--- config.mk ---
export PLATFORM = sky130hd
export DESIGN_NAME = shelf_rect_allocator_core_flat
export DESIGN_NICKNAME = d
export VERILOG_FILES = /design/src/hw/rtl/sra_pkg.sv /design/src/hw/rtl/sra_channels.sv /design/src/hw/rtl/shelf_rect_allocator_core.sv /design/src/hw/rtl/sra_ctrl.sv /design/src/hw/rtl/sra_dp.sv /design/src/flat_wrapper.sv
export SDC_FILE = /design/constraint.sdc
export NUM_CORES = 2
export LEC_CHECK = 0
export BUFFER_PORTS_ARGS = -buffer_cell sky130_fd_sc_hd__buf_2
export CORE_ASPECT_RATIO = 0.9
export CORE_MARGIN = 4
export CORE_UTILIZATION = 44
export DETAILED_ROUTE_END_ITERATION = 10
export GPL_ROUTABILITY_DRIVEN = 0
export SYNTH_ARGS = -nofsm -noshare
export SYNTH_HDL_FRONTEND = slang
export SYNTH_SLANG_ARGS = --single-unit
--- constraint.sdc ---
create_clock -name i_clk -period 6.3 [get_ports i_clk]
set_input_delay 0.315 -clock i_clk [delete_from_list [all_inputs] [get_ports i_clk]]
set_output_delay 0.315 -clock i_clk [all_outputs]
set_load 0.1 [all_outputs]
--- src/hw/rtl/sra_pkg.sv ---
`timescale 1ns / 1ps
`default_nettype none
// ----------------------------------------------------------------------------
// sra_pkg: shared types and constants for the shelf rectangle allocator
// Field widths, register codes and the control/status bundles that run
// between the controller and the datapath.
// ----------------------------------------------------------------------------
package sra_pkg;

    localparam int W_COORD   = 13;  // coordinates, sizes and registers
    localparam int W_REQ     = 16;  // requested sizes
    localparam int W_CFG_IDX = 2;   // register index on the config channel

    localparam int SRA_MAX_SHELVES_DEF = 32;

    localparam logic [W_COORD-1:0] ATLAS_LIMIT = W_COORD'(4096);

    // register indexes
    localparam logic [W_CFG_IDX-1:0] CFG_ATLAS_WIDTH  = W_CFG_IDX'(0);
    localparam logic [W_CFG_IDX-1:0] CFG_ATLAS_HEIGHT = W_CFG_IDX'(1);

    // request opcodes
    localparam logic OP_ALLOC = 1'b0;
    localparam logic OP_CLEAR = 1'b1;

    typedef struct packed {
        logic [W_COORD-1:0] top;
        logic [W_COORD-1:0] tall;
        logic [W_COORD-1:0] cursor;
    } t_shelf;

    // controller -> datapath
    typedef struct packed {
        logic load;    // capture the request
        logic scan;    // issue next shelf read
        logic fit;     // place on the shelf just read
        logic open;    // open a new shelf
        logic fail;    // refused, no room or clear: zero placement
        logic clear;   // empty shelf table and bounds
        logic bound;   // grow bounding box
        logic emit;    // load the result register
    } t_cmd;

    // datapath -> controller
    typedef struct packed {
        logic is_clear;
        logic refuse;
        logic empty;
        logic rd_valid;
        logic hit;
        logic last;
        logic full;
        logic open_fits;
        logic out_free;
    } t_sts;

endpackage
`default_nettype wire

--- src/hw/rtl/sra_channels.sv ---
`timescale 1ns / 1ps
`default_nettype none
// ----------------------------------------------------------------------------
// sra_channels: handshake channels of the shelf rectangle allocator
// Request, result and register-write channels, each valid/ready.
// ----------------------------------------------------------------------------
interface sra_req_if import sra_pkg::*; ();
    logic             valid;
    logic             ready;
    logic             op;
    logic [W_REQ-1:0] req_width;
    logic [W_REQ-1:0] req_height;

    modport source (output valid, op, req_width, req_height, input ready);
    modport sink   (input valid, op, req_width, req_height, output ready);
endinterface

interface sra_rsp_if import sra_pkg::*; ();
    logic               valid;
    logic               ready;
    logic               ok;
    logic [W_COORD-1:0] place_x;
    logic [W_COORD-1:0] place_y;
    logic [W_COORD-1:0] place_width;
    logic [W_COORD-1:0] place_height;
    logic [W_COORD-1:0] used_x;
    logic [W_COORD-1:0] used_y;
    logic [W_COORD-1:0] used_width;
    logic [W_COORD-1:0] used_height;

    modport source (output valid, ok, place_x, place_y, place_width, place_height,
                    used_x, used_y, used_width, used_height, input ready);
    modport sink   (input valid, ok, place_x, place_y, place_width, place_height,
                    used_x, used_y, used_width, used_height, output ready);
endinterface

interface sra_cfg_if import sra_pkg::*; ();
    logic                 valid;
    logic                 ready;
    logic [W_CFG_IDX-1:0] idx;
    logic [W_COORD-1:0]   data;

    modport source (output valid, idx, data, input ready);
    modport sink   (input valid, idx, data, output ready);
endinterface
`default_nettype wire

--- src/hw/rtl/shelf_rect_allocator_core.sv ---
`timescale 1ns / 1ps
`default_nettype none
// ----------------------------------------------------------------------------
// shelf_rect_allocator_core: first-fit shelf packer for a texture atlas
// Places rectangles on shelves, opens new shelves below the last one,
// and reports the bounding box of used space with every result.
// ----------------------------------------------------------------------------
//
//  channel  | dir | payload                                   | handshake
//  ---------+-----+-------------------------------------------+-----------
//  i_req    | in  | op, req_width, req_height                 | valid/ready
//  o_rsp    | out | ok, place_x/y/width/height, used_x/y/w/h  | valid/ready
//  i_cfg    | in  | idx (0 atlas_width, 1 atlas_height), data | valid/ready
//
//  Steps: check, then the scan reads one shelf a cycle through the
//  table's single registered read port. A hit on a shelf goes to fit,
//  bound and emit; no hit (or no shelves) goes to open, then bound and
//  emit, or to emit if there is no room; clear or refused at the check: emit.
//  Reset (synchronous, active low) empties the shelf count and bounds and
//  sets both atlas registers to 4096; shelf entries are not cleared.
//  Stalls: the result register holds a finished result while o_rsp is held
//  off, and a new request is taken meanwhile; it completes once the
//  register is free. Config writes are always ready.
//
module shelf_rect_allocator_core import sra_pkg::*; #(
    parameter int MAX_SHELVES = SRA_MAX_SHELVES_DEF
) (
    input  wire         i_clk,
    input  wire         i_rst_n,
    sra_req_if.sink     i_req,
    sra_rsp_if.source   o_rsp,
    sra_cfg_if.sink     i_cfg
);

    // controller <-> datapath
    t_cmd w_cmd;
    t_sts w_sts;
    logic w_in_ready;

    // request ready comes from the sequencer, payload lands in the datapath
    assign i_req.ready = w_in_ready;

    sra_ctrl u_ctrl (
        .i_clk      (i_clk),
        .i_rst_n    (i_rst_n),
        .i_in_valid (i_req.valid),
        .o_in_ready (w_in_ready),
        .i_sts      (w_sts),
        .o_cmd      (w_cmd)
    );

    sra_dp #(
        .MAX_SHELVES (MAX_SHELVES)
    ) u_dp (
        .i_clk   (i_clk),
        .i_rst_n (i_rst_n),
        .i_req   (i_req),
        .o_rsp   (o_rsp),
        .i_cfg   (i_cfg),
        .i_cmd   (w_cmd),
        .o_sts   (w_sts)
    );

endmodule
`default_nettype wire

--- src/hw/rtl/sra_ctrl.sv ---
`timescale 1ns / 1ps
`default_nettype none
// ----------------------------------------------------------------------------
// sra_ctrl: sequencer for the shelf rectangle allocator
// One request at a time: check, scan shelves, place or open, bound, emit.
// ----------------------------------------------------------------------------
module sra_ctrl import sra_pkg::*; (
    input  wire  i_clk,
    input  wire  i_rst_n,
    input  wire  i_in_valid,
    output logic o_in_ready,
    input  t_sts i_sts,
    output t_cmd o_cmd
);

    typedef enum logic [6:0] {
        S_IDLE  = 7'b0000001,
        S_CHECK = 7'b0000010,
        S_SCAN  = 7'b0000100,
        S_FIT   = 7'b0001000,
        S_OPEN  = 7'b0010000,
        S_BOUND = 7'b0100000,
        S_EMIT  = 7'b1000000
    } t_state;

    t_state r_state;
    t_state n_state;

    assign o_in_ready = (r_state == S_IDLE);

    always_comb begin
        n_state = r_state;
        o_cmd   = '0;
        unique case (r_state)
            S_IDLE: begin
                if (i_in_valid) begin
                    o_cmd.load = 1'b1;
                    n_state    = S_CHECK;
                end
            end
            S_CHECK: begin
                priority if (i_sts.is_clear) begin
                    o_cmd.clear = 1'b1;
                    o_cmd.fail  = 1'b1;
                    n_state     = S_EMIT;
                end else if (i_sts.refuse) begin
                    o_cmd.fail = 1'b1;
                    n_state    = S_EMIT;
                end else if (i_sts.empty) begin
                    n_state = S_OPEN;
                end else begin
                    o_cmd.scan = 1'b1;
                    n_state    = S_SCAN;
                end
            end
            S_SCAN: begin
                // no further read once a shelf hits: the read data must
                // still hold that shelf in S_FIT
                priority if (i_sts.rd_valid && i_sts.hit) begin
                    n_state = S_FIT;
                end else if (i_sts.rd_valid && i_sts.last) begin
                    n_state = S_OPEN;
                end else begin
                    o_cmd.scan = 1'b1;
                    n_state    = S_SCAN;
                end
            end
            S_FIT: begin
                o_cmd.fit = 1'b1;
                n_state   = S_BOUND;
            end
            S_OPEN: begin
                if (!i_sts.full && i_sts.open_fits) begin
                    o_cmd.open = 1'b1;
                    n_state    = S_BOUND;
                end else begin
                    o_cmd.fail = 1'b1;
                    n_state    = S_EMIT;
                end
            end
            S_BOUND: begin
                o_cmd.bound = 1'b1;
                n_state     = S_EMIT;
            end
            S_EMIT: begin
                if (i_sts.out_free) begin
                    o_cmd.emit = 1'b1;
                    n_state    = S_IDLE;
                end
            end
            default: begin
                n_state = S_IDLE;
            end
        endcase
    end

    always_ff @(posedge i_clk) begin
        if (!i_rst_n) begin
            r_state <= S_IDLE;
        end else begin
            r_state <= n_state;
        end
    end

endmodule
`default_nettype wire

--- src/hw/rtl/sra_dp.sv ---
`timescale 1ns / 1ps
`default_nettype none
// ----------------------------------------------------------------------------
// sra_dp: datapath of the shelf rectangle allocator
// Atlas registers, shelf table memory, scan read pipe, bounding box and
// the result register.
// ----------------------------------------------------------------------------
module sra_dp import sra_pkg::*; #(
    parameter int MAX_SHELVES = SRA_MAX_SHELVES_DEF
) (
    input  wire             i_clk,
    input  wire             i_rst_n,
    sra_req_if.sink         i_req,
    sra_rsp_if.source       o_rsp,
    sra_cfg_if.sink         i_cfg,
    input  t_cmd            i_cmd,
    output t_sts            o_sts
);

    localparam int AW = (MAX_SHELVES > 1) ? $clog2(MAX_SHELVES) : 1;
    localparam int CW = $clog2(MAX_SHELVES + 1);

    // atlas size
    logic [W_COORD-1:0] r_aw;
    logic [W_COORD-1:0] r_ah;
    logic [W_COORD-1:0] w_cfg_sat;

    // captured request
    logic               r_op;
    logic [W_REQ-1:0]   r_w;
    logic [W_REQ-1:0]   r_h;
    logic [W_COORD-1:0] w_w13;
    logic [W_COORD-1:0] w_h13;

    // shelf table
    t_shelf             r_mem [MAX_SHELVES];
    logic [CW-1:0]      r_count;
    logic [W_COORD-1:0] r_next_top;
    logic [CW-1:0]      r_idx;
    logic               r_rd_valid;
    logic [AW-1:0]      r_rd_idx;
    t_shelf             r_rd_data;
    logic               w_rd_en;
    logic               w_we;
    logic [AW-1:0]      w_waddr;
    t_shelf             w_wdata;

    // placement and bounds
    logic               r_ok;
    logic [W_COORD-1:0] r_px;
    logic [W_COORD-1:0] r_py;
    logic [W_COORD-1:0] r_bx;
    logic [W_COORD-1:0] r_by;
    logic [W_COORD-1:0] r_bw;
    logic [W_COORD-1:0] r_bh;
    logic [W_COORD-1:0] w_lx;
    logic [W_COORD-1:0] w_ly;
    logic [W_COORD:0]   w_hx;
    logic [W_COORD:0]   w_hy;
    logic [W_COORD:0]   w_bxe;
    logic [W_COORD:0]   w_bye;
    logic [W_COORD:0]   w_pxe;
    logic [W_COORD:0]   w_pye;

    // result register
    logic               r_out_valid;
    logic               r_out_ok;
    logic [W_COORD-1:0] r_out_px;
    logic [W_COORD-1:0] r_out_py;
    logic [W_COORD-1:0] r_out_pw;
    logic [W_COORD-1:0] r_out_ph;
    logic [W_COORD-1:0] r_out_bx;
    logic [W_COORD-1:0] r_out_by;
    logic [W_COORD-1:0] r_out_bw;
    logic [W_COORD-1:0] r_out_bh;

    // --- config ---
    assign i_cfg.ready = 1'b1;
    assign w_cfg_sat   = (i_cfg.data > ATLAS_LIMIT) ? ATLAS_LIMIT : i_cfg.data;

    always_ff @(posedge i_clk) begin
        if (!i_rst_n) begin
            r_aw <= ATLAS_LIMIT;
            r_ah <= ATLAS_LIMIT;
        end else if (i_cfg.valid) begin
            if (i_cfg.idx == CFG_ATLAS_WIDTH) begin
                r_aw <= w_cfg_sat;
            end
            if (i_cfg.idx == CFG_ATLAS_HEIGHT) begin
                r_ah <= w_cfg_sat;
            end
        end
    end

    // --- request capture ---
    always_ff @(posedge i_clk) begin
        if (i_cmd.load) begin
            r_op <= i_req.op;
            r_w  <= i_req.req_width;
            r_h  <= i_req.req_height;
        end
    end

    // sizes fit 13 bits once past the refusal check
    assign w_w13 = r_w[W_COORD-1:0];
    assign w_h13 = r_h[W_COORD-1:0];

    // --- shelf table ---
    assign w_rd_en = i_cmd.scan && (r_idx < r_count);
    assign w_we    = i_cmd.fit || i_cmd.open;
    assign w_waddr = i_cmd.fit ? r_rd_idx : r_count[AW-1:0];

    always_comb begin
        if (i_cmd.fit) begin
            w_wdata        = r_rd_data;
            w_wdata.cursor = r_rd_data.cursor + w_w13;
        end else begin
            w_wdata.top    = r_next_top;
            w_wdata.tall   = w_h13;
            w_wdata.cursor = w_w13;
        end
    end

    always_ff @(posedge i_clk) begin
        if (w_we) begin
            r_mem[w_waddr] <= w_wdata;
        end
        if (w_rd_en) begin
            r_rd_data <= r_mem[r_idx[AW-1:0]];
            r_rd_idx  <= r_idx[AW-1:0];
        end
    end

    always_ff @(posedge i_clk) begin
        if (!i_rst_n) begin
            r_count    <= '0;
            r_next_top <= '0;
            r_idx      <= '0;
            r_rd_valid <= 1'b0;
        end else begin
            r_rd_valid <= w_rd_en;
            if (i_cmd.load) begin
                r_idx <= '0;
            end else if (w_rd_en) begin
                r_idx <= r_idx + CW'(1);
            end
            if (i_cmd.clear) begin
                r_count    <= '0;
                r_next_top <= '0;
            end else if (i_cmd.open) begin
                r_count    <= r_count + CW'(1);
                r_next_top <= r_next_top + w_h13;
            end
        end
    end

    // --- placement ---
    always_ff @(posedge i_clk) begin
        if (i_cmd.fail) begin
            r_ok <= 1'b0;
            r_px <= '0;
            r_py <= '0;
        end else if (i_cmd.fit) begin
            r_ok <= 1'b1;
            r_px <= r_rd_data.cursor;
            r_py <= r_rd_data.top;
        end else if (i_cmd.open) begin
            r_ok <= 1'b1;
            r_px <= '0;
            r_py <= r_next_top;
        end
    end

    // --- bounding box ---
    assign w_lx  = (r_bx < r_px) ? r_bx : r_px;
    assign w_ly  = (r_by < r_py) ? r_by : r_py;
    assign w_bxe = {1'b0, r_bx} + {1'b0, r_bw};
    assign w_bye = {1'b0, r_by} + {1'b0, r_bh};
    assign w_pxe = {1'b0, r_px} + {1'b0, w_w13};
    assign w_pye = {1'b0, r_py} + {1'b0, w_h13};
    assign w_hx  = (w_pxe > w_bxe) ? w_pxe : w_bxe;
    assign w_hy  = (w_pye > w_bye) ? w_pye : w_bye;

    always_ff @(posedge i_clk) begin
        if (!i_rst_n) begin
            r_bx <= '0;
            r_by <= '0;
            r_bw <= '0;
            r_bh <= '0;
        end else if (i_cmd.clear) begin
            r_bx <= '0;
            r_by <= '0;
            r_bw <= '0;
            r_bh <= '0;
        end else if (i_cmd.bound) begin
            if (r_bw == '0) begin
                r_bx <= r_px;
                r_by <= r_py;
                r_bw <= w_w13;
                r_bh <= w_h13;
            end else begin
                r_bx <= w_lx;
                r_by <= w_ly;
                r_bw <= W_COORD'(w_hx - {1'b0, w_lx});
                r_bh <= W_COORD'(w_hy - {1'b0, w_ly});
            end
        end
    end

    // --- result register ---
    always_ff @(posedge i_clk) begin
        if (!i_rst_n) begin
            r_out_valid <= 1'b0;
        end else if (i_cmd.emit) begin
            r_out_valid <= 1'b1;
        end else if (o_rsp.ready) begin
            r_out_valid <= 1'b0;
        end
    end

    always_ff @(posedge i_clk) begin
        if (i_cmd.emit) begin
            r_out_ok <= r_ok;
            r_out_px <= r_px;
            r_out_py <= r_py;
            r_out_pw <= r_ok ? w_w13 : '0;
            r_out_ph <= r_ok ? w_h13 : '0;
            r_out_bx <= r_bx;
            r_out_by <= r_by;
            r_out_bw <= r_bw;
            r_out_bh <= r_bh;
        end
    end

    assign o_rsp.valid        = r_out_valid;
    assign o_rsp.ok           = r_out_ok;
    assign o_rsp.place_x      = r_out_px;
    assign o_rsp.place_y      = r_out_py;
    assign o_rsp.place_width  = r_out_pw;
    assign o_rsp.place_height = r_out_ph;
    assign o_rsp.used_x       = r_out_bx;
    assign o_rsp.used_y       = r_out_by;
    assign o_rsp.used_width   = r_out_bw;
    assign o_rsp.used_height  = r_out_bh;

    // --- status ---
    assign o_sts.is_clear  = (r_op == OP_CLEAR);
    assign o_sts.refuse    = (r_w == '0) || (r_h == '0)
                          || (r_w > {{(W_REQ-W_COORD){1'b0}}, r_aw})
                          || (r_h > {{(W_REQ-W_COORD){1'b0}}, r_ah});
    assign o_sts.empty     = (r_count == '0);
    assign o_sts.rd_valid  = r_rd_valid;
    assign o_sts.hit       = (r_rd_data.tall >= w_h13)
                          && (({1'b0, r_rd_data.cursor} + {1'b0, w_w13}) <= {1'b0, r_aw});
    assign o_sts.last      = ((CW'(r_rd_idx) + CW'(1)) == r_count);
    assign o_sts.full      = (r_count == CW'(MAX_SHELVES));
    assign o_sts.open_fits = (({1'b0, r_next_top} + {1'b0, w_h13}) <= {1'b0, r_ah});
    assign o_sts.out_free  = !r_out_valid || o_rsp.ready;

`ifndef SYNTHESIS
    a_count_range: assert property (@(posedge i_clk) disable iff (!i_rst_n)
        r_count <= CW'(MAX_SHELVES))
        else $error("shelf count past table depth");

    a_open_count: assert property (@(posedge i_clk) disable iff (!i_rst_n)
        i_cmd.open && !i_cmd.clear |=> r_count == CW'($past(r_count) + CW'(1)))
        else $error("new shelf did not bump count");

    a_clear_empty: assert property (@(posedge i_clk) disable iff (!i_rst_n)
        i_cmd.clear |=> r_count == '0 && r_bw == '0 && r_bh == '0)
        else $error("clear left shelves or bounds");

    a_emit_valid: assert property (@(posedge i_clk) disable iff (!i_rst_n)
        i_cmd.emit |=> r_out_valid)
        else $error("result not presented after emit");

    a_emit_free: assert property (@(posedge i_clk) disable iff (!i_rst_n)
        i_cmd.emit |-> !r_out_valid || o_rsp.ready)
        else $error("result overwritten before taken");
`endif

endmodule
`default_nettype wire

--- src/flat_wrapper.sv ---
// flat-port wrapper written by rule: the top's interface ports become plain ports
module shelf_rect_allocator_core_flat import sra_pkg::*;
#(
    parameter int MAX_SHELVES = SRA_MAX_SHELVES_DEF
)
  (i_clk, i_rst_n, i_req_valid, i_req_op, i_req_req_width, i_req_req_height, i_req_ready, o_rsp_valid, o_rsp_ok, o_rsp_place_x, o_rsp_place_y, o_rsp_place_width, o_rsp_place_height, o_rsp_used_x, o_rsp_used_y, o_rsp_used_width, o_rsp_used_height, o_rsp_ready, i_cfg_valid, i_cfg_idx, i_cfg_data, i_cfg_ready);
  sra_req_if i_req_i ();
  sra_rsp_if o_rsp_i ();
  sra_cfg_if i_cfg_i ();
  input  wire i_clk;
  input  wire i_rst_n;
  input wire logic [$bits(i_req_i.valid)-1:0] i_req_valid;
  input wire logic [$bits(i_req_i.op)-1:0] i_req_op;
  input wire logic [$bits(i_req_i.req_width)-1:0] i_req_req_width;
  input wire logic [$bits(i_req_i.req_height)-1:0] i_req_req_height;
  output wire logic [$bits(i_req_i.ready)-1:0] i_req_ready;
  output wire logic [$bits(o_rsp_i.valid)-1:0] o_rsp_valid;
  output wire logic [$bits(o_rsp_i.ok)-1:0] o_rsp_ok;
  output wire logic [$bits(o_rsp_i.place_x)-1:0] o_rsp_place_x;
  output wire logic [$bits(o_rsp_i.place_y)-1:0] o_rsp_place_y;
  output wire logic [$bits(o_rsp_i.place_width)-1:0] o_rsp_place_width;
  output wire logic [$bits(o_rsp_i.place_height)-1:0] o_rsp_place_height;
  output wire logic [$bits(o_rsp_i.used_x)-1:0] o_rsp_used_x;
  output wire logic [$bits(o_rsp_i.used_y)-1:0] o_rsp_used_y;
  output wire logic [$bits(o_rsp_i.used_width)-1:0] o_rsp_used_width;
  output wire logic [$bits(o_rsp_i.used_height)-1:0] o_rsp_used_height;
  input wire logic [$bits(o_rsp_i.ready)-1:0] o_rsp_ready;
  input wire logic [$bits(i_cfg_i.valid)-1:0] i_cfg_valid;
  input wire logic [$bits(i_cfg_i.idx)-1:0] i_cfg_idx;
  input wire logic [$bits(i_cfg_i.data)-1:0] i_cfg_data;
  output wire logic [$bits(i_cfg_i.ready)-1:0] i_cfg_ready;
  assign i_req_i.valid = i_req_valid;
  assign i_req_i.op = i_req_op;
  assign i_req_i.req_width = i_req_req_width;
  assign i_req_i.req_height = i_req_req_height;
  assign i_req_ready = i_req_i.ready;
  assign o_rsp_valid = o_rsp_i.valid;
  assign o_rsp_ok = o_rsp_i.ok;
  assign o_rsp_place_x = o_rsp_i.place_x;
  assign o_rsp_place_y = o_rsp_i.place_y;
  assign o_rsp_place_width = o_rsp_i.place_width;
  assign o_rsp_place_height = o_rsp_i.place_height;
  assign o_rsp_used_x = o_rsp_i.used_x;
  assign o_rsp_used_y = o_rsp_i.used_y;
  assign o_rsp_used_width = o_rsp_i.used_width;
  assign o_rsp_used_height = o_rsp_i.used_height;
  assign o_rsp_i.ready = o_rsp_ready;
  assign i_cfg_i.valid = i_cfg_valid;
  assign i_cfg_i.idx = i_cfg_idx;
  assign i_cfg_i.data = i_cfg_data;
  assign i_cfg_ready = i_cfg_i.ready;
  shelf_rect_allocator_core #(.MAX_SHELVES(MAX_SHELVES)) u_core (.i_clk(i_clk), .i_rst_n(i_rst_n), .i_req(i_req_i), .o_rsp(o_rsp_i), .i_cfg(i_cfg_i));
endmodule
==> run metrics <==
vias per cell 5.82; worst slew pin tran 1.28 ns; First-pass DRT Iterations 6; internal power 17.7 mW; Post-Place Setup Slack -0.0126 ns; post-layout min period 6.07 ns; Max IR drop VDD 0.208 mV; share of post-route cells with drive strength above 1 25.8%; FF+latch area 45700 µm²; clock latency on the worst-skew pair 0.82 ns; DRT iter0 DRCs 4224; Crit Path Class flop to flop; number of remaining DRC errors 0; Post-synth EDFFs 1430; fin. max-slew vios 0; clk slew on worst S/H paths 0.06 ns; Die Height 378 µm; worst-path fanout max 3; area share of fa/ha/maj cells after synthesis 4.51%; Async SR Flop Fraction 0%; startpoint types flop; Core Box Area 151000 µm²; Psw 5.54 mW; syn_nets 4176; Multi-input gate area 20600 µm²; Primary FF master, synth edfxtp_1; WP data arrival 6.76 ns; drt total wl 175000 µm; Leakage Power 24.5 nW; vias in the first global route 36816; Final Cycle Share 96.3%; number of nets with antenna violations after routing 0; drt wl/cell 27.4 µm; combinational share of power 10.1%; Synth top area share 64.2%; clock skew 0.0586 ns; Seq/Total Area, Yosys 68.4%; Yosys Warn Count 0; Synth Cell Area 66900 µm²; HPWL Detailed 106000 µm; Tot Pwr 23.3 mW; Root Driver clkbuf_16; most frequent cells in the layout edfxtp_1, mux4_2, nand2_1; sw frac 23.8%; Die Width 419 µm; final core utilization 51.3%; total CTS buffers 161; worst path required time 6.99 ns; HP Class input pin to flop; Fmax 165 MHz; Initial Utilization 44.3%; CP endpoint kind flop; H-tree levels 4; xor/xnor share of the synthesized area 1.15%; # nets final 4559; Global Route Usage Sum 22.1%; GRT overflow 0; # clock sinks 1569; Hold Vio Cnt, Final 0; Cell Pwr Density 301 nW/µm²; Worst slew margin 14.7%; Max-Cap Viols 0; outcome finished, final reports clean; largest family of logic cells by synthesized area multiplexers; setup violators final 0; Reg power frac 49.2%; # fillers 12154; post-synth top area cell edfxtp_1; mux cell area share after synthesis 14.4%; FF+latch count, synth 1569; synth top area cells edfxtp_1, mux4_2, ha_1, dfxtp_1, nand2_1; pin count of the biggest net entering global routing 121; Site Rows 135; # IOs 161; Setup WS post-layout 0.231 ns; clock share of power 40.8%; syn avg cell area 17.2 µm²; synthesized instance count 3887; compound-cell area share of the yosys netlist 4.62%; Min Hold Slack 0.0463 ns; Post-Synth Simple-Gate Area 5.35%; antenna violations before repair 8; global-route wire length before repair 255000 µm; most common cell after layout, fill and taps aside edfxtp_1; Layout area overhead 15.8%; CTS tree yes; Port Buf Inserts 159; Max clock buf depth 3; TNS Setup 0 ns; Netlist cell types 81; via count 37188; die footprint 158000 µm²
[metrics by stage]
step                      cells  instance area (µm²)
after global placement     6036                71400
after detailed placement   6036                71400
final                      6392                77400
after floorplan            3887                66900
after global routing       6391                77400
after CTS                  6380                77100
[Yosys cell counts, drive strengths merged (28+ instances only)]
master,number
a211oi,42
a21boi,28
a21o,38
a21oi,158
and2,37
buf,54
clkbuf,107
dfxtp,139
edfxtp,1430
ha,228
inv,117
mux2,51
mux4,390
nand2,268
nand3,45
nor2,218
nor2b,36
nor3,50
o21ai,83
xnor2,62
[area by class of cell]
cell class                      instances  share of cell area (%)
Tap cell                             1986                    3.21
Clock inverter                        100                    1.36
Sequential cell                      1569                    59.1
Clock buffer                          197                    5.47
Multi-Input combinational cell       2040                    26.6
Timing Repair Buffer                  381                    3.67
Inverter                              117                   0.567
Antenna cell                            2                 0.00646
[worst max-delay path, cell delays in order, from the launching register on]
cell and delay [ns]:
edfxtp_1 0.40, ha_2 0.21, fa_2 0.36, a211oi_2 0.26, nor2_2 0.09, o41ai_2 0.31
buf_4 0.19, o2111ai_1 0.14, xor2_1 0.19, ha_1 0.32, and3_1 0.15, nand4_1 0.14
a211o_1 0.33, a31o_4 0.23, mux2i_1 0.15, ha_2 0.21, inv_2 0.04, fa_2 0.40
a211o_1 0.35, a2111oi_4 0.36, buf_4 0.18, o311ai_4 0.11, a21o_1 0.19, a21oi_2 0.13
or3_4 0.14, a21oi_1 0.05, nand3b_1 0.18, a21oi_1 0.13
[sequential cells by signal (all words and copies together), names as in the netlist, 16 cells and up]
name                   count
u_core.u_dp.r_h           16
u_core.u_dp.r_mem       1248
u_core.u_dp.r_rd_data     39
u_core.u_dp.r_w           16
[timing repair]
item,in CTS,in global routing
gates resized for setup,3,51
hold buffers,46,0
pin swaps,1,35
setup endpoints to repair,2,9
hold endpoints to repair,57,0
setup buffers,1,10
[path summary, 6_finish.rpt]
check	from	to	slack, ns	cells past startpoint
max	u_core.u_dp.r_h[0]	u_core.u_dp.r_bh[12]	0.23	27
min	i_cfg_data[0]	u_core.u_dp.r_ah[0]	0.05	4
max reg2reg	u_core.u_dp.r_h[0]	u_core.u_dp.r_bh[12]	0.23	27
min reg2reg	u_core.u_dp.r_bw[0]	u_core.u_dp.o_rsp.used_width[0]	0.46	0
[power groups by stage]
stage | Combinational, mW | Clock, mW | Sequential, mW
finish | 2.34 | 9.50 | 11.4
global placement | 2.07 | 0 | 11.7
global route | 2.60 | 10.1 | 11.4
detailed placement | 2.09 | 0 | 11.7
floorplan | 1.50 | 0 | 11.7
CTS | 2.13 | 9.69 | 11.4
[metal layers]
metal | part of all wire (%) | track usage [%] | wire [µm] | up-vias
met5 | 0 | 0 | 0 | -
met4 | 2.3 | 5.71 | 4070 | 0
met3 | 6.5 | 3.41 | 11400 | 251
met2 | 48 | 35.8 | 84200 | 1341
met1 | 43 | 31.6 | 75600 | 19349
li1 | - | - | - | 16247
[logic make-up (layout without fill, tap and decap cells)]
group,count (synthesis),count (layout)
DFF,1569,1569
and+or+nand+nor,769,769
AOI/OAI and AO/OA,479,479
muxes,467,467
buffers and inverters,278,795
adders and majority gates,236,236
xor gates and xnor gates,88,88
other,1,3
No activity file was read; power rests on OpenSTA's default activity.
